File: src/rtl/hcwg_pkg.sv
`timescale 1ns / 1ps
`default_nettype none
package hcwg_pkg;

  localparam int EVENT_CAPACITY = 32;
  localparam int IDX_W  = $clog2(EVENT_CAPACITY);
  localparam int CNT_W  = $clog2(EVENT_CAPACITY + 1);
  localparam int ADDR_W = IDX_W + 1;

  localparam int CHAN_W = 12;
  localparam int TAC_W  = 2;
  localparam int EN_W   = 24;
  localparam int TIME_W = 62;
  localparam int WIN_W  = 20;
  localparam int SIZE_W = 6;

  localparam int S_TDATA_W = 104;
  localparam int M_TDATA_W = 112;

  localparam logic [WIN_W-1:0] WINDOW_RESET = 20'd20000;

  typedef struct packed {
    logic [CHAN_W-1:0] channel_id;
    logic [TAC_W-1:0]  tac_id;
    logic [EN_W-1:0]   energy;
    logic [TIME_W-1:0] hit_time;
  } hit_t;

  // one closed event waiting to be drained
  typedef struct packed {
    logic             bank;
    logic [CNT_W-1:0] count;
    logic             drop;
  } cmd_t;

  typedef struct packed {
    logic              en;
    logic [ADDR_W-1:0] addr;
    hit_t              data;
  } wr_t;

  // bank drained, free for the front again
  typedef struct packed {
    logic valid;
    logic bank;
  } rel_t;

endpackage
`default_nettype wire

File: src/rtl/hcwg_cmd_fifo.sv
`timescale 1ns / 1ps
`default_nettype none
module hcwg_cmd_fifo
  import hcwg_pkg::*;
(
  input  wire logic clk_i,
  input  wire logic rst_ni,
  input  wire logic push_i,
  input  wire cmd_t cmd_i,
  input  wire logic pop_i,
  output logic      valid_o,
  output cmd_t      cmd_o
);

  cmd_t       slot_q [2];
  logic       wp_q, rp_q;
  logic [1:0] cnt_q;

  assign valid_o = (cnt_q != 2'd0);
  assign cmd_o   = slot_q[rp_q];

  always_ff @(posedge clk_i) begin
    if (push_i) slot_q[wp_q] <= cmd_i;
  end

  always_ff @(posedge clk_i or negedge rst_ni) begin
    if (!rst_ni) begin
      wp_q  <= 1'b0;
      rp_q  <= 1'b0;
      cnt_q <= 2'd0;
    end else begin
      if (push_i) wp_q <= !wp_q;
      if (pop_i) rp_q <= !rp_q;
      cnt_q <= cnt_q + {1'b0, push_i} - {1'b0, pop_i};
    end
  end

  a_no_overflow: assert property (@(posedge clk_i) disable iff (!rst_ni)
    push_i |-> (cnt_q != 2'd2) || pop_i)
    else $error("command queue overflow");

  a_no_underflow: assert property (@(posedge clk_i) disable iff (!rst_ni)
    pop_i |-> valid_o)
    else $error("command queue underflow");

  a_cnt_range: assert property (@(posedge clk_i) disable iff (!rst_ni)
    cnt_q != 2'd3)
    else $error("command queue count out of range");

endmodule
`default_nettype wire

File: config.mk
export PLATFORM = sky130hd
export DESIGN_NAME = hcwg_cmd_fifo
export DESIGN_NICKNAME = d
export VERILOG_FILES = /design/src/rtl/hcwg_pkg.sv /design/src/rtl/hcwg_cmd_fifo.sv
export SDC_FILE = /design/constraint.sdc
export NUM_CORES = 1
export LEC_CHECK = 0
export ABC_AREA = 1
export BUFFER_PORTS_ARGS = -buffer_cell sky130_fd_sc_hd__clkbuf_2
export CAP_MARGIN = 40
export CORE_MARGIN = 4
export CORE_UTILIZATION = 53
export CTS_CLUSTER_SIZE = 25
export DETAILED_ROUTE_END_ITERATION = 16
export GPL_ROUTABILITY_DRIVEN = 1
export PLACE_DENSITY = 0.83
export SYNTH_ARGS = -nofsm -noshare
export SYNTH_HDL_FRONTEND = slang
export SYNTH_SLANG_ARGS = --single-unit
File: constraint.sdc
create_clock -name clk_i -period 2.28 [get_ports clk_i]
set_input_delay 0.342 -clock clk_i [delete_from_list [all_inputs] [get_ports clk_i]]
set_output_delay 0.342 -clock clk_i [all_outputs]
set_load 0.01 [all_outputs]
* Yosys cells after proc, flatten, opt, wreduce, memory -nomap -nowiden
Memories as Yosys holds them, arrays and structs flattened.
Index checks and enable logic that the tools add are counted.
** Storage, ports and cells
- Logic and storage cells :: 11
- Output and inout bits :: 9
- RAM bits :: 16
- Input bits :: 12
- Register bits :: 4
- Memories :: 1
** Memory list
- slot_q :: words 2, bits a word 8, read ports 1, clocked after Yosys merged registers in 0, wr ports 1, line hcwg_cmd_fifo.sv:15 : cmd_t slot_q [2];
** Operators by class
- Mux-type cells :: 2
- Reduce and logical (&&, ||, !) cells :: 3
- $add $sub $neg :: 2
** Operator list (count)
- $add A2 B1 Y2 :: 1
- $logic_not A1 Y1 :: 2
- $mux W1 :: 2
- $reduce_bool A2 Y1 :: 1
- $sub A2 B1 Y2 :: 1

* Depth between registers and ports, before layout
- Word-level depth :: 2
- Mapped depth :: 7
- Mapped depth without buffers :: 7

* Worst setup path before layout
Ideal clock, no wire load.
- Path kind :: register to register
- Start point :: register wp_q
- End point :: memory slot_q[0][0] in the netlist's numbering, enable pin
- Data required time :: 1.910 ns
- Arrival time :: 0.774 ns
- Path buffers :: 0
- Stages on the path, launching flop included :: 2
- Period minus slack after synthesis :: 1.144 ns
- Setup time :: 0.370 ns
- Setup slack :: 1.136 ns
- Cells stage by stage :: dfrtp_1 > nor2_1
** RTL lines
- start, declared :: line hcwg_cmd_fifo.sv:16 : logic wp_q, rp_q;
- start signal, assigned :: line hcwg_cmd_fifo.sv:32 : if (push_i) wp_q <= !wp_q;
- end, declared :: line hcwg_cmd_fifo.sv:15
Straight into the memory's write port.

==> results.md <==
- Run status: completed
- RSZ-0062 raised after global routing: false
- Synth warnings: 0
- Headroom to the max-slew limit: 55.0%
- Number of synthesized register bits: 20
- Hold path startpoint: cmd_i[2]
- Remaining Overflow, GRT: 0
- Max-cap violations: 0
- Power density cells: 1200 nW/um^2
- Initial Util: 59.8%
- Clk_skew: 0.00229 ns
- Dpl cells: 99
- DR WL/cell: 11.4 um
- Synthesized cell area: 827 um^2
- Seq/Total Area, Yosys: 70.2%
- GP Congestion: 0.680
- Worst-path clk slew: 0.11 ns
- Post-DP HPWL: 924 um
- Layout overhead on the synthesized area: 18.2%
- Final period util: 74.0%
- GRT Util Overall: 12.1%
- Clock sink count: 20
- Share of layout cells above drive strength 1: 30.3%
- Worst Tran Pin Value: 0.672 ns
- Skew-Pair Late Insertion Delay: 0.29 ns
- Hold crit path type: input port to register
- Port bufs: 20
- Area of the multi-input gates: 159 um^2
- Vias: 498
- Drt total wl: 1.19 mm
- Post-route DRC: 0
- Max Slew Vio Count: 0
- Critical path fanouts, max: 17
- Avg Cell Area, Syn: 12.5 um^2
- Most frequent cells in the layout: 20 x clkbuf_2, 16 x edfxtp_1, 15 x inv_1, 15 x nand2_1, 5 x o21ai_0
- RR Endpoint: slot_q[0][3]
- Drt via density: 4.79
- Layout Utilization: 70.7%
- Commonest non-fill, non-tap cell in the layout: clkbuf_2
- Initial antenna violation count: 0
- Synth top area share: 58.1%
- Largest net degree at the start of global routing: 18
- Setup Viol. Count Final: 0
- Num CTS Buffers: 3
- Number of fill cells in the layout: 99
- Nets: 104
- DRT antenna net count: 0
- Dominant cells by area after synthesis: edfxtp_1 58%, dfrtp_1 12%, inv_1 6.8%
- Ports: 21
- # rows: 13
- Core area: 1380 um^2
- CTS tree: yes
- Setup_tns: 0 ns
- FF-to-FF Start: wp_q
- Max incr delay on CP: 0.68 ns
- Worst Setup Start Kind: register
- Synthesized instance count: 66
- H-tree level count: 1
- Worst vdd ir: 710 uV
- Iteration-0 DRC Markers: 10
- # diodes: 0
- CP Cell Sequence: nand2_1 > o21ai_0 > clkbuf_2
- Fmax: 0.593 GHz
- Crit end category: output pin
- Worst R2R Path Depth: 1
- Leak: 0.470 nW
- CTS Buffer Depth: 2
- CP Class: register to output pin
- Pre-antenna DRT Iters: 4
- DIE AREA: 2260 um^2
- Worst Hold Depth: 1
- WHS Endpoint: slot_q[0][2]
- Die Y: 47.5 um
- Worst Path Required: 1.94 ns
- Vias in the first global route: 463
- Syn nets: 80
- First-pass GRT wire length: 1.80 mm
- Final hold vios: 0
- Reg area: 581 um^2
- Final min period: 1.69 ns
- CTS root buf: clkbuf_4
- Critical-path top delay cell: dfrtp_1
- Synth area leader: edfxtp_1
- Synth cell types: 12
- Die Width: 47.5 um
- Crit path DAT: 1.35 ns
- Register-to-register setup slack: 0.96 ns
- Non-Filler Instances: 104
[timing repair]
action | 4_1_cts | 5_1_grt
setup buffers | 0 | 0
resized for setup | 0 | 0
hold endpoints to repair | 4 | 0
hold buffers | 1 | 0
[per-stage QoR]
stage,hold WS [ns],power (mW),cell area [um^2],setup slack (ns)
after floorplan,0.0464,0.827,827,1.14
after global placement,0.156,0.882,915,0.873
after detailed placement,0.156,0.909,915,0.876
after CTS,0.221,1.19,977,0.569
after global routing,0.211,1.25,977,0.462
final,0.233,1.17,977,0.592
[worst max-delay path by stage]
| stage | startpoint | endpoint | slack, ns | cells after the start |
|---|---|---|---|---|
| global placement | push_i | slot_q[0][5] | 0.87 | 3 |
| finish | rp_q | cmd_o[1] | 0.59 | 3 |
| global route | rp_q | cmd_o[2] | 0.46 | 3 |
| floorplan | wp_q | slot_q[0][0] | 1.14 | 1 |
| CTS | rp_q | cmd_o[1] | 0.57 | 3 |
| detailed placement | push_i | slot_q[0][5] | 0.88 | 3 |
[worst max-delay path, delay by kind of cell (launching register included)]
kind,cells,cell delay (ns)
DFF,1,0.68
buffers and inverters,1,0.16
and+or+nand+nor,1,0.11
AOI/OAI and AO/OA,1,0.10
[cells by family after synthesis]
group	count (synthesis)	share of synthesized area, %
DFF	20	70.2
buffers and inverters	17	10.6
AOI/OAI and AO/OA	8	6.20
and+or+nand+nor	17	7.87
adders and majority gates	2	3.03
xor gates and xnor gates	2	2.12
[layer usage]
metal	global-route usage, %	share of wire (%)
met5	0	0
met4	8.29	1.1
met3	2.26	5.4
met2	21.4	55
met1	13.0	38
[power by group]
part / switching (mW) / internal [mW] / total [mW]
clock network: 0.0996 / 0.178 / 0.277
registers: 0.0719 / 0.495 / 0.567
logic: 0.193 / 0.134 / 0.328
total: 0.365 / 0.807 / 1.17
[synthesized netlist by cell type (all sizes together)]
| library cell | instances |
|---|---|
| edfxtp | 16 |
| dfrtp | 4 |
| nand3 | 1 |
| nor2 | 1 |
| ha | 2 |
| inv | 15 |
| buf | 2 |
| nand2 | 15 |
| o21ai | 8 |
| xor2 | 2 |
[sequential cells by signal, summed over array words and instances (netlist names)]
register  count
cnt_q         2
slot_q       16
rp_q          1
wp_q          1
[final cells by class]
cell class                 instances  share of cell area (%)
clock buffer                       3                    2.30
timing repair buffer              21                    11.3
tap                               15                    1.92
inverter                          15                    5.76
sequential                        20                    59.4
multi-input combinational         29                    16.3
clock inverter                     1                    3.07
Note: power is estimated with default switching activity, not from simulation.
