File: config.mk
export PLATFORM = sky130hd
export DESIGN_NAME = hcwg_front
export DESIGN_NICKNAME = d
export VERILOG_FILES = /design/src/rtl/hcwg_pkg.sv /design/src/rtl/hcwg_front.sv
export SDC_FILE = /design/constraint.sdc
export NUM_CORES = 1
export LEC_CHECK = 0
export BUFFER_PORTS_ARGS = -buffer_cell sky130_fd_sc_hd__buf_2
export CORE_ASPECT_RATIO = 1.1
export CORE_MARGIN = 1
export CORE_UTILIZATION = 53
export DETAILED_ROUTE_END_ITERATION = 10
export PLACE_DENSITY = 0.8
export SLEW_MARGIN = 20
export SYNTH_ARGS = -nofsm -noshare
export SYNTH_HDL_FRONTEND = slang
export SYNTH_SLANG_ARGS = --single-unit
File: constraint.sdc
create_clock -name clk_i -period 8.27 [get_ports clk_i]
set_clock_uncertainty 0.05 [all_clocks]
set_input_delay 1.2405 -clock clk_i [delete_from_list [all_inputs] [get_ports clk_i]]
set_output_delay 1.2405 -clock clk_i [all_outputs]
set_load 0.01 [all_outputs]
File: src/rtl/hcwg_pkg.sv
`timescale 1ns / 1ps
`default_nettype none
package hcwg_pkg;

  localparam int EVENT_CAPACITY = 32;
  localparam int IDX_W  = $clog2(EVENT_CAPACITY);
  localparam int CNT_W  = $clog2(EVENT_CAPACITY + 1);
  localparam int ADDR_W = IDX_W + 1;

  localparam int CHAN_W = 12;
  localparam int TAC_W  = 2;
  localparam int EN_W   = 24;
  localparam int TIME_W = 62;
  localparam int WIN_W  = 20;
  localparam int SIZE_W = 6;

  localparam int S_TDATA_W = 104;
  localparam int M_TDATA_W = 112;

  localparam logic [WIN_W-1:0] WINDOW_RESET = 20'd20000;

  typedef struct packed {
    logic [CHAN_W-1:0] channel_id;
    logic [TAC_W-1:0]  tac_id;
    logic [EN_W-1:0]   energy;
    logic [TIME_W-1:0] hit_time;
  } hit_t;

  // one closed event waiting to be drained
  typedef struct packed {
    logic             bank;
    logic [CNT_W-1:0] count;
    logic             drop;
  } cmd_t;

  typedef struct packed {
    logic              en;
    logic [ADDR_W-1:0] addr;
    hit_t              data;
  } wr_t;

  // bank drained, free for the front again
  typedef struct packed {
    logic valid;
    logic bank;
  } rel_t;

endpackage
`default_nettype wire

File: src/rtl/hcwg_front.sv
`timescale 1ns / 1ps
`default_nettype none
module hcwg_front
  import hcwg_pkg::*;
(
  input  wire logic             clk_i,
  input  wire logic             rst_ni,
  input  wire logic             cfg_we_i,
  input  wire logic [WIN_W-1:0] cfg_wdata_i,
  input  wire logic             in_valid_i,
  output logic                  in_ready_o,
  input  wire logic             in_kind_i,
  input  wire hit_t             in_hit_i,
  output wr_t                   wr_o,
  output logic                  push_o,
  output cmd_t                  cmd_o,
  input  wire rel_t             rel_i
);

  logic [WIN_W-1:0]  window_q;
  logic [TIME_W-1:0] ref_q, ref_d;
  logic [CNT_W-1:0]  count_q, count_d;
  logic              drop_q, drop_d;
  logic              cur_q, cur_d;
  logic [1:0]        busy_q, busy_d;

  logic [TIME_W:0]   d_fwd, d_bwd;
  logic [TIME_W-1:0] diff;
  logic              in_win, cnt_zero, multi, accept, nb;

  always_comb begin
    d_fwd  = {1'b0, in_hit_i.hit_time} - {1'b0, ref_q};
    d_bwd  = {1'b0, ref_q} - {1'b0, in_hit_i.hit_time};
    diff   = d_fwd[TIME_W] ? d_bwd[TIME_W-1:0] : d_fwd[TIME_W-1:0];
    in_win = diff < {{(TIME_W-WIN_W){1'b0}}, window_q};
  end

  assign cnt_zero = (count_q == '0);
  assign multi    = (count_q >= CNT_W'(2));

  assign in_ready_o = !(!in_kind_i && ((cnt_zero && busy_q[cur_q]) ||
                        (!cnt_zero && !in_win && multi && busy_q[!cur_q])));
  assign accept = in_valid_i && in_ready_o;

  always_comb begin
    ref_d      = ref_q;
    count_d    = count_q;
    drop_d     = drop_q;
    cur_d      = cur_q;
    nb         = cur_q;
    wr_o.en    = 1'b0;
    wr_o.addr  = {cur_q, count_q[IDX_W-1:0]};
    wr_o.data  = in_hit_i;
    push_o     = 1'b0;
    cmd_o.bank = cur_q;
    cmd_o.count = count_q;
    cmd_o.drop = drop_q;
    if (accept) begin
      if (in_kind_i) begin
        if (multi) begin
          push_o = 1'b1;
          cur_d  = !cur_q;
        end
        count_d = '0;
        drop_d  = 1'b0;
      end else if (cnt_zero) begin
        wr_o.en   = 1'b1;
        wr_o.addr = {cur_q, {IDX_W{1'b0}}};
        ref_d     = in_hit_i.hit_time;
        count_d   = CNT_W'(1);
        drop_d    = 1'b0;
      end else if (in_win) begin
        if (count_q < CNT_W'(EVENT_CAPACITY)) begin
          wr_o.en = 1'b1;
          count_d = count_q + CNT_W'(1);
        end else begin
          drop_d = 1'b1;
        end
      end else begin
        if (multi) begin
          push_o = 1'b1;
          nb     = !cur_q;
          cur_d  = !cur_q;
        end
        wr_o.en   = 1'b1;
        wr_o.addr = {nb, {IDX_W{1'b0}}};
        ref_d     = in_hit_i.hit_time;
        count_d   = CNT_W'(1);
        drop_d    = 1'b0;
      end
    end
  end

  always_comb begin
    busy_d = busy_q;
    if (rel_i.valid) busy_d[rel_i.bank] = 1'b0;
    if (push_o) busy_d[cmd_o.bank] = 1'b1;
  end

  always_ff @(posedge clk_i or negedge rst_ni) begin
    if (!rst_ni) begin
      window_q <= WINDOW_RESET;
      ref_q    <= '0;
      count_q  <= '0;
      drop_q   <= 1'b0;
      cur_q    <= 1'b0;
      busy_q   <= '0;
    end else begin
      if (cfg_we_i) window_q <= cfg_wdata_i;
      ref_q   <= ref_d;
      count_q <= count_d;
      drop_q  <= drop_d;
      cur_q   <= cur_d;
      busy_q  <= busy_d;
    end
  end

  a_wr_free_bank: assert property (@(posedge clk_i) disable iff (!rst_ni)
    wr_o.en |-> !busy_q[wr_o.addr[IDX_W]])
    else $error("write into a bank still being drained");

  a_rel_busy: assert property (@(posedge clk_i) disable iff (!rst_ni)
    rel_i.valid |-> busy_q[rel_i.bank])
    else $error("release of a bank that is not busy");

  a_count_cap: assert property (@(posedge clk_i) disable iff (!rst_ni)
    count_q <= CNT_W'(EVENT_CAPACITY))
    else $error("event count beyond capacity");

endmodule
`default_nettype wire

; Word-level counts from Yosys, hierarchy flattened
; Index checks and enable logic that the tools add are counted.
[totals]
regBits = 92
in_bits = 127
[op_classes]
n_addsub = 3
order_cmp = 8
eq_ne = 5
muxes = 36
n_bitwise = 4
n_reduce_logical = 19
[ops]
columns = op, n
row1 = $mux W62, 3
row2 = $sub A62 B62 Y63, 1
row3 = $lt A62 B20 Y1, 1
row4 = $sub A62 B62 Y62, 1
row5 = $mux W6, 5
row6 = $mux W1, 21
row7 = $mux W7, 3
row8 = $logic_and A1 B1 Y1, 8
row9 = $add A6 B1 Y6 const B, 1
row10 = $ge A6 B2 Y1 const B, 1
row11 = $logic_not A6 Y1, 1
row12 = $lt A1 B2 Y1 const B, 3
row13 = $lt A6 B6 Y1 const B, 1
row14 = $reduce_and A3 Y1, 2
row15 = $logic_not A1 Y1, 5
row16 = $mux W2, 2
row17 = $ne A2 B2 Y1 const B, 2
row18 = $ne A4 B2 Y1 const B, 1
row19 = $ne A4 B4 Y1 const B, 1
row20 = $reduce_and A2 Y1, 2
row21 = $and A2 B2 Y2, 1
row22 = $demux W1 S1, 2
row23 = $ge A1 B1 Y1 const B, 2
row24 = $ne A2 B1 Y1 const B, 1
row25 = other kinds (4), 4

; Logic depth before layout (Yosys ltp)
; Gate-level depths: netlist of the first run.
[depth]
word_depth = 13
depth_mapped = 33
ltp_nobuf = 27

; Worst setup path after synthesis of the first run
; Ideal clock, no wire load.
[synth_timing]
path_type = input-to-output
start = input port in_hit_i[0] (netlist name)
end = output port wr_o[100] (netlist name)
t_arrival_ps = 7506
t_required_ps = 6979
slack_ps = -526
path_stages = 32
n_path_buf = 6
cell_sequence = inv_1 -> ha_1 -> inv_1 -> fa_1 -> a21o_1 -> a22o_1 -> o311a_1 -> o41a_4 -> a211oi_4 -> buf_6 -> buf_2 -> buf_1 -> buf_1 -> mux2i_1 -> xnor2_1 -> ha_1 -> a21o_1 -> a31oi_1 -> o21ai_0 -> a21oi_1 -> o21ai_0 -> a21o_1 -> nand4_1 -> nor4bb_1 -> nand4b_1 -> nor4_1 -> nor4b_1 -> a21oi_1 -> o21ai_1 -> buf_4 -> buf_4 -> and2_1
[synth_rtl]
columns = item, line
row1 = start: declaration, hcwg_front.sv:13  ; input wire hit_t in_hit_i,
row2 = end: declaration, hcwg_front.sv:14  ; output wr_t wr_o,

==> impl_metrics.tcl, run 1 <==
set metrics [dict create \
    status "completed" \
    end_kind "primary output" \
    drc_errors 0 \
    max_freq_mhz 124 \
    maxSlewViolCount 0 \
    ff2ff_setup_slack_ps 1510 \
    worstSetupStartpoint "in_hit_i[0]" \
    first_pass_iters 6 \
    yosys.area.top_type "dfrtp_1" \
    worst_pin_slew_ps 1080 \
    synthArstFlopShare_pct 100 \
    path_clk_slew_ps 70 \
    cts-buffers-inserted 9 \
    worst_r2r_endpoint "ref_q[61]$_DFFE_PN0P_" \
    finalCritPeriodShare_pct 97.9 \
    combPwrFrac_pct 66.9 \
    ant_nets 0 \
    max_cap_violations 0 \
    switching_share_pct 49.3 \
    insertion_delay_ps 370 \
    power_uw 2940 \
    p_per_area_nw_per_um2 196 \
    core-area_um2 24500 \
    tns_ps 0 \
    grt_usage_pct 36.4 \
    drive_gt1_share_pct 19.9 \
    ys_seq_area_share_pct 17.4 \
    hold_viol 0 \
    criticalPathCategory "in2out" \
    synth.ff_latch_count 92 \
    syn_inst 1777 \
    cp_data_required_time_ps 6980 \
    postLayoutCoreUtil_pct 61.0 \
    rsz0062_at_grt "true" \
    grt_max_degree 63 \
    cts_root_buffer "clkbuf_16" \
    synth_edf_count 0 \
    clock_sinks 92 \
    wire_per_inst_um 21.5 \
    vias_per_cell 6.27 \
    cts_buffer_depth 2 \
    antenna_found_initial 0 \
    yosys-top-cells-area "dfrtp_1 (16%), ha_1 (14%), a21oi_1 (7.5%)" \
    grt_pass1_wl_mm 72.9 \
    num_rows 60 \
    hpwlAfterDp_mm 39.6 \
    io_pins 244 \
    reg2reg_from "ref_q[0]$_DFFE_PN0P_" \
    syn_area_um2 13300 \
    dieArea_um2 25700 \
    worst_ep_arrival_time_ps 6800 \
    endpoint "wr_o[106]" \
    num_vias 13970 \
    yosysUniqueCellTypes 88 \
    drtIter0Drc 1394 \
    gp_congestion 0.979 \
    nets 2187 \
    start_util_pct 54.2 \
    die_y_um 168 \
    syn-num-nets 2051 \
    yosysWarnings 0 \
    grt_pass1_vias 13165 \
    period_needed_ps 8090 \
    clkPwrFrac_pct 14.7 \
    routed_wl_mm 47.8 \
    diodes 0 \
    area_delta_synth_final_pct 12.6 \
    avgSynthCellArea_um2 7.48 \
    critical_path.max_fanout 24 \
    cts_tree "yes" \
    synthFlopType "dfrtp_1" \
    synth_top_area_share_pct 16.4 \
    p_int_uw 1490 \
    setup.worst_path.start_class "input pin" \
    rr_worst_depth 26 \
    finalSetupViolCount 0 \
    p_leak_uw 0.00748 \
    io_buffers 167 \
    vdd_drop_max_mv 0.0976 \
    max-slew-margin-rel_pct 27.4 \
    die_w_um 153 \
    p_switching_uw 1450 \
    overflow 0 \
    seqPwrFrac_pct 18.4 \
    hp-class "reg2reg" \
    htree_levels 3 \
]
registers in the layout, indices dropped and copies added (netlist names):
signal / cells
cur_q: 1
busy_q: 2
window_q: 20
drop_q: 1
ref_q: 62
count_q: 6
worst max-delay path, stage by stage:
cell	delay, ps
buf_12	110
inv_12	40
ha_4	120
inv_2	40
fa_2	380
a21o_1	200
a22o_1	210
o311a_4	340
o41a_4	400
a211oi_4	280
buf_12	160
buf_2	200
buf_6	270
nor2_1	80
a21oi_1	150
xnor2_1	180
ha_1	320
a221oi_1	340
o2111ai_2	160
nor4_1	180
nand4_1	210
or4b_4	650
nor2_4	160
nand2_1	70
and3_1	160
buf_2	130
routing by layer:
layer	wire [um]	global-route usage (%)	vias to the layer above	part of all wire, %
met5	0	0	-	0
met4	1260	11.3	0	2.6
met3	3830	5.74	90	8.0
met1	20600	48.4	6670	43
li1	-	-	6552	-
met2	22100	60.3	658	46
final cells by class:
cell class / count / area [um2]
fillers: 2274 / 9580
multi-input cells: 1327 / 9370
flip-flops and latches: 92 / 2310
repair buffers: 309 / 1950
inverters: 174 / 666
well taps: 310 / 388
clock buffers: 13 / 260
clock inverters: 3 / 22.5
Yosys cell counts, types with 10 or more instances:
master and count:
inv_1 173, and3_1 13, o21bai_1 28, nand3_1 19, clkbuf_1 33, nand4_1 50, a211oi_1 31, dfrtp_1 87
buf_2 33, o21ai_0 146, xnor2_1 31, ha_1 145, a21oi_1 200, mux2i_1 81, o21a_1 26, a21o_1 42
buf_4 111, o211ai_1 16, and2_1 10, nor2_1 107, a31oi_1 17, a221oi_1 12, nor3_1 24, xor2_1 19
nand2_1 140
power groups by stage:
stage               clock (uW)  sequential (uW)  combinational, uW
floorplan                    0              540               1260
global placement             0              546               1820
detailed placement           0              549               1850
CTS                        439              541               1870
global route               449              548               2130
finish                     431              541               1970
cells in the final DEF, fill, tap and decap left out, drive strengths merged, types with 6 or more instances in the layout:
| cell | instances |
|---|---|
| a211o | 7 |
| a211oi | 32 |
| a21boi | 7 |
| a21o | 42 |
| a21oi | 200 |
| a221oi | 12 |
| a22oi | 6 |
| a31oi | 17 |
| and2 | 11 |
| and3 | 13 |
| and4 | 6 |
| buf | 309 |
| clkbuf | 13 |
| dfrtp | 87 |
| ha | 145 |
| inv | 175 |
| mux2i | 81 |
| nand2 | 140 |
| nand2b | 9 |
| nand3 | 19 |
| nand4 | 51 |
| nor2 | 108 |
| nor2b | 9 |
| nor3 | 24 |
| nor4 | 10 |
| o2111ai | 8 |
| o211ai | 17 |
| o21a | 26 |
| o21ai | 148 |
| o21bai | 28 |
| o311ai | 7 |
| o31a | 6 |
| o31ai | 7 |
| or3 | 7 |
| or4 | 6 |
| xnor2 | 31 |
| xor2 | 19 |
what timing repair did:
action	in CTS	in global routing
endpoints found under the setup margin	9	9
pin swaps	15	10
hold buffers	0	0
resized for setup	9	30
setup buffers	6	11
stage by stage:
step | setup WS, ps | instance area, um2 | hold slack [ps] | instances
after CTS | 58.1 | 14800 | 449 | 2219
after global placement | -262 | 14400 | 427 | 2198
after detailed placement | -498 | 14400 | 432 | 2198
final | 176 | 15000 | 445 | 2228
after floorplan | -36.6 | 13400 | 414 | 1777
after global routing | -52.1 | 15000 | 481 | 2228
how the worst min path moves through the flow:
stage                     cells after the start                      end               startpoint  slack [ps]
after detailed placement                      2       drop_q$_DFFE_PN0P_       drop_q$_DFFE_PN0P_         430
after global routing                          2  window_q[5]$_DFFE_PN1P_  window_q[5]$_DFFE_PN1P_         480
final                                         2       drop_q$_DFFE_PN0P_       drop_q$_DFFE_PN0P_         440
after global placement                        1    ref_q[61]$_DFFE_PN0P_    ref_q[61]$_DFFE_PN0P_         430
after CTS                                     2       drop_q$_DFFE_PN0P_       drop_q$_DFFE_PN0P_         450
after floorplan                               2       drop_q$_DFFE_PN0P_       drop_q$_DFFE_PN0P_         410
logic make-up (layout without fill, tap and decap cells):
family | after synthesis | in the layout | share of synthesized area (%)
multiplexers | 85 | 85 | 6.44
XOR/XNOR | 50 | 50 | 3.29
AO/OA/AOI/OAI | 614 | 614 | 29.3
adder cells (fa/ha/maj) | 147 | 147 | 13.9
flip-flops | 92 | 92 | 17.4
buffers and inverters | 358 | 499 | 13.7
AND/OR/NAND/NOR | 431 | 431 | 15.9
Power figures use the tool's default switching activity.
==> inputs of run 2 (changes only) <==
--- a/config.mk
+++ b/config.mk
@@ -5,10 +5,11 @@
 export SDC_FILE = /design/constraint.sdc
 export NUM_CORES = 1
 export LEC_CHECK = 0
+export ABC_AREA = 1
 export BUFFER_PORTS_ARGS = -buffer_cell sky130_fd_sc_hd__buf_2
 export CORE_ASPECT_RATIO = 1.1
 export CORE_MARGIN = 1
-export CORE_UTILIZATION = 53
+export CORE_UTILIZATION = 55
 export DETAILED_ROUTE_END_ITERATION = 10
 export PLACE_DENSITY = 0.8
 export SLEW_MARGIN = 20
==> run 2 against run 1 <==
Effect of this change: register-to-register slack improved by 590 ps; clock power rose by 17%; via count rose by 43%; count of clock-buffer cells in the layout fell by 4; global-route usage rose by 1.7 points; utilization fell by 2.5 points; setup slack improved by 410 ps; fmax rose by 5.4%; combinational power rose by 9.6%; critical path depth rose by 5.
==> impl_metrics.tcl, run 2 <==
set metrics [dict create \
    synthArstFlopShare_pct 100 \
    p_int_uw 1450 \
    die_w_um 173 \
    worst_pin_slew_ps 849 \
    cts_root_buffer "clkbuf_16" \
    vias_per_cell 5.17 \
    hp-start "drop_q$_DFFE_PN0P_" \
    wire_per_inst_um 16.3 \
    area_delta_synth_final_pct 4.16 \
    insertion_delay_ps 390 \
    yosys.area.top_type "nand2_1" \
    p_per_area_nw_per_um2 173 \
    max_cap_violations 0 \
    synth.ff_latch_count 92 \
    finalCritPeriodShare_pct 92.9 \
    cts-buffers-inserted 9 \
    yosysWarnings 0 \
    grt_usage_pct 38.1 \
    synth_most_common_cell "nand2_1" \
    finalSetupViolCount 0 \
    synthFlopType "dfrtp_1" \
    min_path_cells 2 \
    cpMostUsedCell "nand2_1" \
    top_regs "ref_q x62, window_q x20, count_q x6" \
    mostFrequentLayoutCells "nand2_1 (1527), inv_1 (701), nor2_1 (192), nand3_1 (181), buf_2 (166)" \
    cp_data_required_time_ps 6980 \
    ys_seq_area_share_pct 13.0 \
    num_vias 19922 \
    overflow 0 \
    dieArea_um2 33000 \
    yosysUniqueCellTypes 46 \
    period_needed_ps 7680 \
    drc_errors 0 \
    syn_area_um2 17700 \
    io_pins 244 \
    clock_sinks 92 \
    hold_end "drop_q$_DFFE_PN0P_" \
    drive_gt1_share_pct 7.28 \
    top_register "ref_q" \
    die_y_um 190 \
    tns_ps 0 \
    nets 3703 \
    cts-resized-gates 0 \
    p_switching_uw 1740 \
    slowest_delay_ps 610 \
    criticalPathCategory "in2out" \
    layout_commonest_cell "nand2_1" \
    antenna_found_initial 1 \
    grt_max_degree 63 \
    max_freq_mhz 130 \
    num_rows 68 \
    grt_pass1_vias 18265 \
    routed_wl_mm 62.6 \
    grt_pass1_wl_mm 96.5 \
    reg2reg_from "ref_q[27]$_DFFE_PN0P_" \
    cts_setup_buffers 0 \
    avgSynthCellArea_um2 5.22 \
    largest_register_ffs 62 \
    hold_viol 0 \
    clkPwrFrac_pct 15.9 \
    rsz0062_at_grt "false" \
    maxSlewViolCount 0 \
    syn-num-nets 3673 \
    seqPwrFrac_pct 16.5 \
    yosys-top-cells-area "nand2_1 (32%), inv_1 (15%), dfrtp_1 (12%)" \
    status "completed" \
    setup.worst_path.start_class "input pin" \
    critical_path.max_fanout 28 \
    worst_r2r_endpoint "ref_q[4]$_DFFE_PN0P_" \
    cts_buffer_depth 2 \
    htree_levels 3 \
    path_clk_slew_ps 80 \
    hpwlAfterDp_mm 52.9 \
    core-area_um2 31600 \
    drtIter0Drc 1647 \
    hp-class "reg2reg" \
    gp_congestion 1.10 \
    first_pass_iters 8 \
    ant_nets 0 \
    postLayoutCoreUtil_pct 58.5 \
    combPwrFrac_pct 67.6 \
    max-slew-margin-rel_pct 43.4 \
    syn_inst 3399 \
    synth_edf_count 0 \
    diodes 0 \
    worst_ep_arrival_time_ps 6390 \
    vdd_drop_max_mv 0.142 \
    rr_worst_depth 30 \
    switching_share_pct 54.5 \
    cts_tree "yes" \
    slowest_stage "ha_1" \
    synth_common_cells "nand2_1 (1527), inv_1 (701), nor2_1 (192)" \
    start_util_pct 56.2 \
    ff2ff_setup_slack_ps 2100 \
    synth_top_area_share_pct 32.3 \
    io_buffers 167 \
    end_kind "primary output" \
    p_leak_uw 0.0120 \
    hold_buffers 0 \
]
-- run 2: power by group through the flow --
stage	clock [uW]	combinational [uW]	sequential, uW
final	506	2160	527
after global routing	533	2370	533
after CTS	516	2090	526
after detailed placement	0	2070	534
after global placement	0	2070	533
after floorplan	0	1490	527
-- run 2: logic make-up after synthesis --
kind of cell    count (synthesis)  synth area share [%]
compound gates                261                  8.78
xor+xnor                       32                  1.58
fa+ha+maj                     147                  10.5
buf+inv                       885                  21.5
flops                          92                  13.0
mux                             1                0.0635
simple gates                 1981                  44.6
-- run 2: area by class of cell --
type | instances | area (um2)
tap | 420 | 526
inverter | 718 | 2700
clock buffer | 9 | 225
clock inverter | 7 | 123
timing repair buffer | 186 | 981
multi-input combinational | 2422 | 11600
fill | 3488 | 13100
sequential | 92 | 2310
-- run 2: how the worst max path moves through the flow --
stage	slack [ps]	cells past startpoint	end	startpoint
3_3_place_gp	850	31	wr_o[100]	in_hit_i[18]
4_1_cts	720	31	wr_o[103]	in_hit_i[18]
6_report	590	31	wr_o[103]	in_hit_i[27]
3_5_place_dp	730	31	wr_o[103]	in_hit_i[18]
2_1_floorplan	1460	30	wr_o[100]	in_hit_i[0]
5_1_grt	230	31	wr_o[104]	in_hit_i[27]
-- run 2: metrics by stage --
step | cells | power (uW) | hold slack [ps] | setup slack, ps | cell area, um2
after detailed placement | 3838 | 2610 | 424 | 731 | 18100
after floorplan | 3399 | 2010 | 398 | 1460 | 17700
final | 3854 | 3190 | 434 | 590 | 18500
after CTS | 3854 | 3130 | 444 | 725 | 18500
after global placement | 3838 | 2600 | 417 | 854 | 18100
after global routing | 3854 | 3430 | 475 | 229 | 18500
-- run 2: critical path, delay by kind of cell --
kind / cells / cell delay, ps
compound gates: 5 / 1020
simple gates: 17 / 2540
xor+xnor: 1 / 200
fa+ha+maj: 2 / 880
buf+inv: 6 / 500
-- run 2: metal layers --
metal  up-vias  wire length [um]  track usage [%]
met1      8729             24800             43.0
li1      10072                 -                -
met5         -                 0                0
met4         0              5440             30.9
met3       244              4300             5.92
met2       877             28100             64.1
==> inputs of run 3 (changes only) <==
--- a/config.mk
+++ b/config.mk
@@ -6,12 +6,12 @@
 export NUM_CORES = 1
 export LEC_CHECK = 0
 export ABC_AREA = 1
-export BUFFER_PORTS_ARGS = -buffer_cell sky130_fd_sc_hd__buf_2
+export BUFFER_PORTS_ARGS = -buffer_cell sky130_fd_sc_hd__clkbuf_2
 export CORE_ASPECT_RATIO = 1.1
 export CORE_MARGIN = 1
 export CORE_UTILIZATION = 55
 export DETAILED_ROUTE_END_ITERATION = 10
-export PLACE_DENSITY = 0.8
+export PLACE_DENSITY = 0.77
 export SLEW_MARGIN = 20
 export SYNTH_ARGS = -nofsm -noshare
 export SYNTH_HDL_FRONTEND = slang
==> constraint.sdc (replaced) <==
create_clock -name clk_i -period 7.8 [get_ports clk_i]
set_clock_uncertainty 0.05 [all_clocks]
set_input_delay 1.17 -clock clk_i [delete_from_list [all_inputs] [get_ports clk_i]]
set_output_delay 1.17 -clock clk_i [all_outputs]
set_load 0.01 [all_outputs]
==> run 3 against run 2 <==
Effect of this change: setup slack worse by 230 ps; count of clock-buffer cells in the layout is 1 higher; clock power is 6.9% lower; flip-flop and latch count stayed put; non-clock buffer count is 3 higher; critical endpoint unchanged; largest power group unchanged.
==> impl_metrics.tcl, run 3 (same netlist as run 2, synthesis figures left out) <==
set metrics [dict create \
    htree_levels 3 \
    num_vias 20323 \
    p_int_uw 1450 \
    cts-buffers-inserted 9 \
    slowest_stage "ha_1" \
    grt_pass1_wl_mm 106 \
    mostFrequentLayoutCells "nand2_1 (1527), inv_1 (701), nor2_1 (192), nand3_1 (181), clkbuf_2 (166)" \
    maxSlewViolCount 0 \
    min_path_cells 2 \
    seqPwrFrac_pct 16.5 \
    max-slew-margin-rel_pct 41.8 \
    switching_share_pct 57.2 \
    clock_sinks 92 \
    num_rows 68 \
    hp-class "reg2reg" \
    grt_pass1_vias 19706 \
    grt_usage_pct 42.2 \
    combPwrFrac_pct 69.6 \
    slowest_delay_ps 450 \
    hold_viol 0 \
    overflow 0 \
    first_pass_iters 8 \
    ant_nets 0 \
    drtIter0Drc 1790 \
    finalCritPeriodShare_pct 95.3 \
    clkPwrFrac_pct 13.9 \
    cts_setup_buffers 0 \
    status "completed" \
    cpMostUsedCell "nand2_1" \
    criticalPathCategory "in2out" \
    insertion_delay_ps 410 \
    setup.worst_path.start_class "input pin" \
    reg2reg_from "ref_q[20]$_DFFE_PN0P_" \
    die_y_um 190 \
    wire_per_inst_um 18.0 \
    critical_path.max_fanout 25 \
    largest_register_ffs 62 \
    top_register "ref_q" \
    dieArea_um2 33000 \
    io_pins 244 \
    drc_errors 0 \
    antenna_found_initial 1 \
    gp_congestion 1.13 \
    worst_pin_slew_ps 864 \
    vias_per_cell 5.27 \
    max_freq_mhz 134 \
    grt_max_degree 63 \
    area_delta_synth_final_pct 4.01 \
    hold_end "drop_q$_DFFE_PN0P_" \
    top_regs "ref_q x62, window_q x20, count_q x6" \
    p_switching_uw 1940 \
    max_cap_violations 0 \
    hp-start "drop_q$_DFFE_PN0P_" \
    finalSetupViolCount 0 \
    start_util_pct 56.2 \
    ff2ff_setup_slack_ps 1880 \
    rsz0062_at_grt "false" \
    p_leak_uw 0.0120 \
    routed_wl_mm 69.4 \
    core-area_um2 31600 \
    path_clk_slew_ps 80 \
    die_w_um 173 \
    rr_worst_depth 28 \
    cts_buffer_depth 2 \
    hpwlAfterDp_mm 59.2 \
    nets 3706 \
    period_needed_ps 7440 \
    cts-resized-gates 0 \
    cts_tree "yes" \
    worst_ep_arrival_time_ps 6220 \
    io_buffers 167 \
    vdd_drop_max_mv 0.121 \
    p_per_area_nw_per_um2 184 \
    timing.hold.ws_ps 442 \
    worstSetupStartpoint "in_hit_i[20]" \
    drive_gt1_share_pct 7.36 \
    cts_root_buffer "clkbuf_16" \
    worst_r2r_endpoint "ref_q[7]$_DFFE_PN0P_" \
    tns_ps 0 \
    end_kind "primary output" \
    cp_data_required_time_ps 6580 \
    hold_buffers 0 \
    layout_commonest_cell "nand2_1" \
]
==> run 3: cell types whose count changed in the layout (fill, tap and decap cells not counted) <==
cell       change
clkbuf_2     +166
clkinv_4       +2
diode_2        +2
buf_2        -166
bufinv_16      -3
clkinv_2       -1
clkbuf_8       +1
buf_4          +3
inv_6          +1
==> run 3: area by class of cell <==
cell class / count / area [um2]
timing repair buffer: 189 / 1000
inverter: 718 / 2700
fill: 3225 / 13100
sequential: 92 / 2310
antenna: 2 / 5.00
clock buffer: 10 / 239
clock inverter: 6 / 53.8
multi-input combinational: 2422 / 11600
tap: 420 / 526
==> run 3: worst max-delay path by stage <==
stage / end / cells after the start
after global routing: wr_o[103] / 31
after detailed placement: wr_o[103] / 31
after floorplan: wr_o[100] / 30
final: wr_o[103] / 31
after global placement: wr_o[100] / 31
after CTS: wr_o[103] / 31
==> run 3: through the flow <==
stage | instance area [um2] | total power [uW] | worst slack (ps) | utilization, % | instances
2_1_floorplan | 17700 | 2130 | 1130 | - | 3399
3_3_place_gp | 18100 | 2810 | 599 | 57.5 | 3841
3_5_place_dp | 18100 | 2850 | 503 | 57.5 | 3841
4_1_cts | 18400 | 3330 | 475 | 58.4 | 3857
5_1_grt | 18400 | 3630 | 83.4 | 58.4 | 3859
6_report | 18400 | 3390 | 364 | 58.4 | 3859
==> run 3: critical path: cells and delay by family <==
family | cells | cell delay [ps]
fa+ha+maj | 2 | 770
simple gates | 17 | 2480
xor+xnor | 1 | 110
buf+inv | 6 | 560
compound gates | 5 | 1110
==> run 3: power by group through the flow <==
stage / Sequential [uW] / Combinational (uW) / Clock [uW]
6_report: 558 / 2360 / 471
3_5_place_dp: 567 / 2290 / 0
4_1_cts: 558 / 2300 / 476
5_1_grt: 563 / 2580 / 485
3_3_place_gp: 565 / 2250 / 0
2_1_floorplan: 559 / 1580 / 0
==> run 3: per-layer routing <==
layer | share of wire, % | GRT usage [%] | wire length [um] | up-vias
met2 | 46 | 72.1 | 31800 | 944
li1 | - | - | - | 10074
met3 | 6.7 | 5.46 | 4670 | 289
met4 | 9.8 | 38.8 | 6790 | 0
met5 | 0 | 0 | 0 | -
met1 | 38 | 45.8 | 26100 | 9016
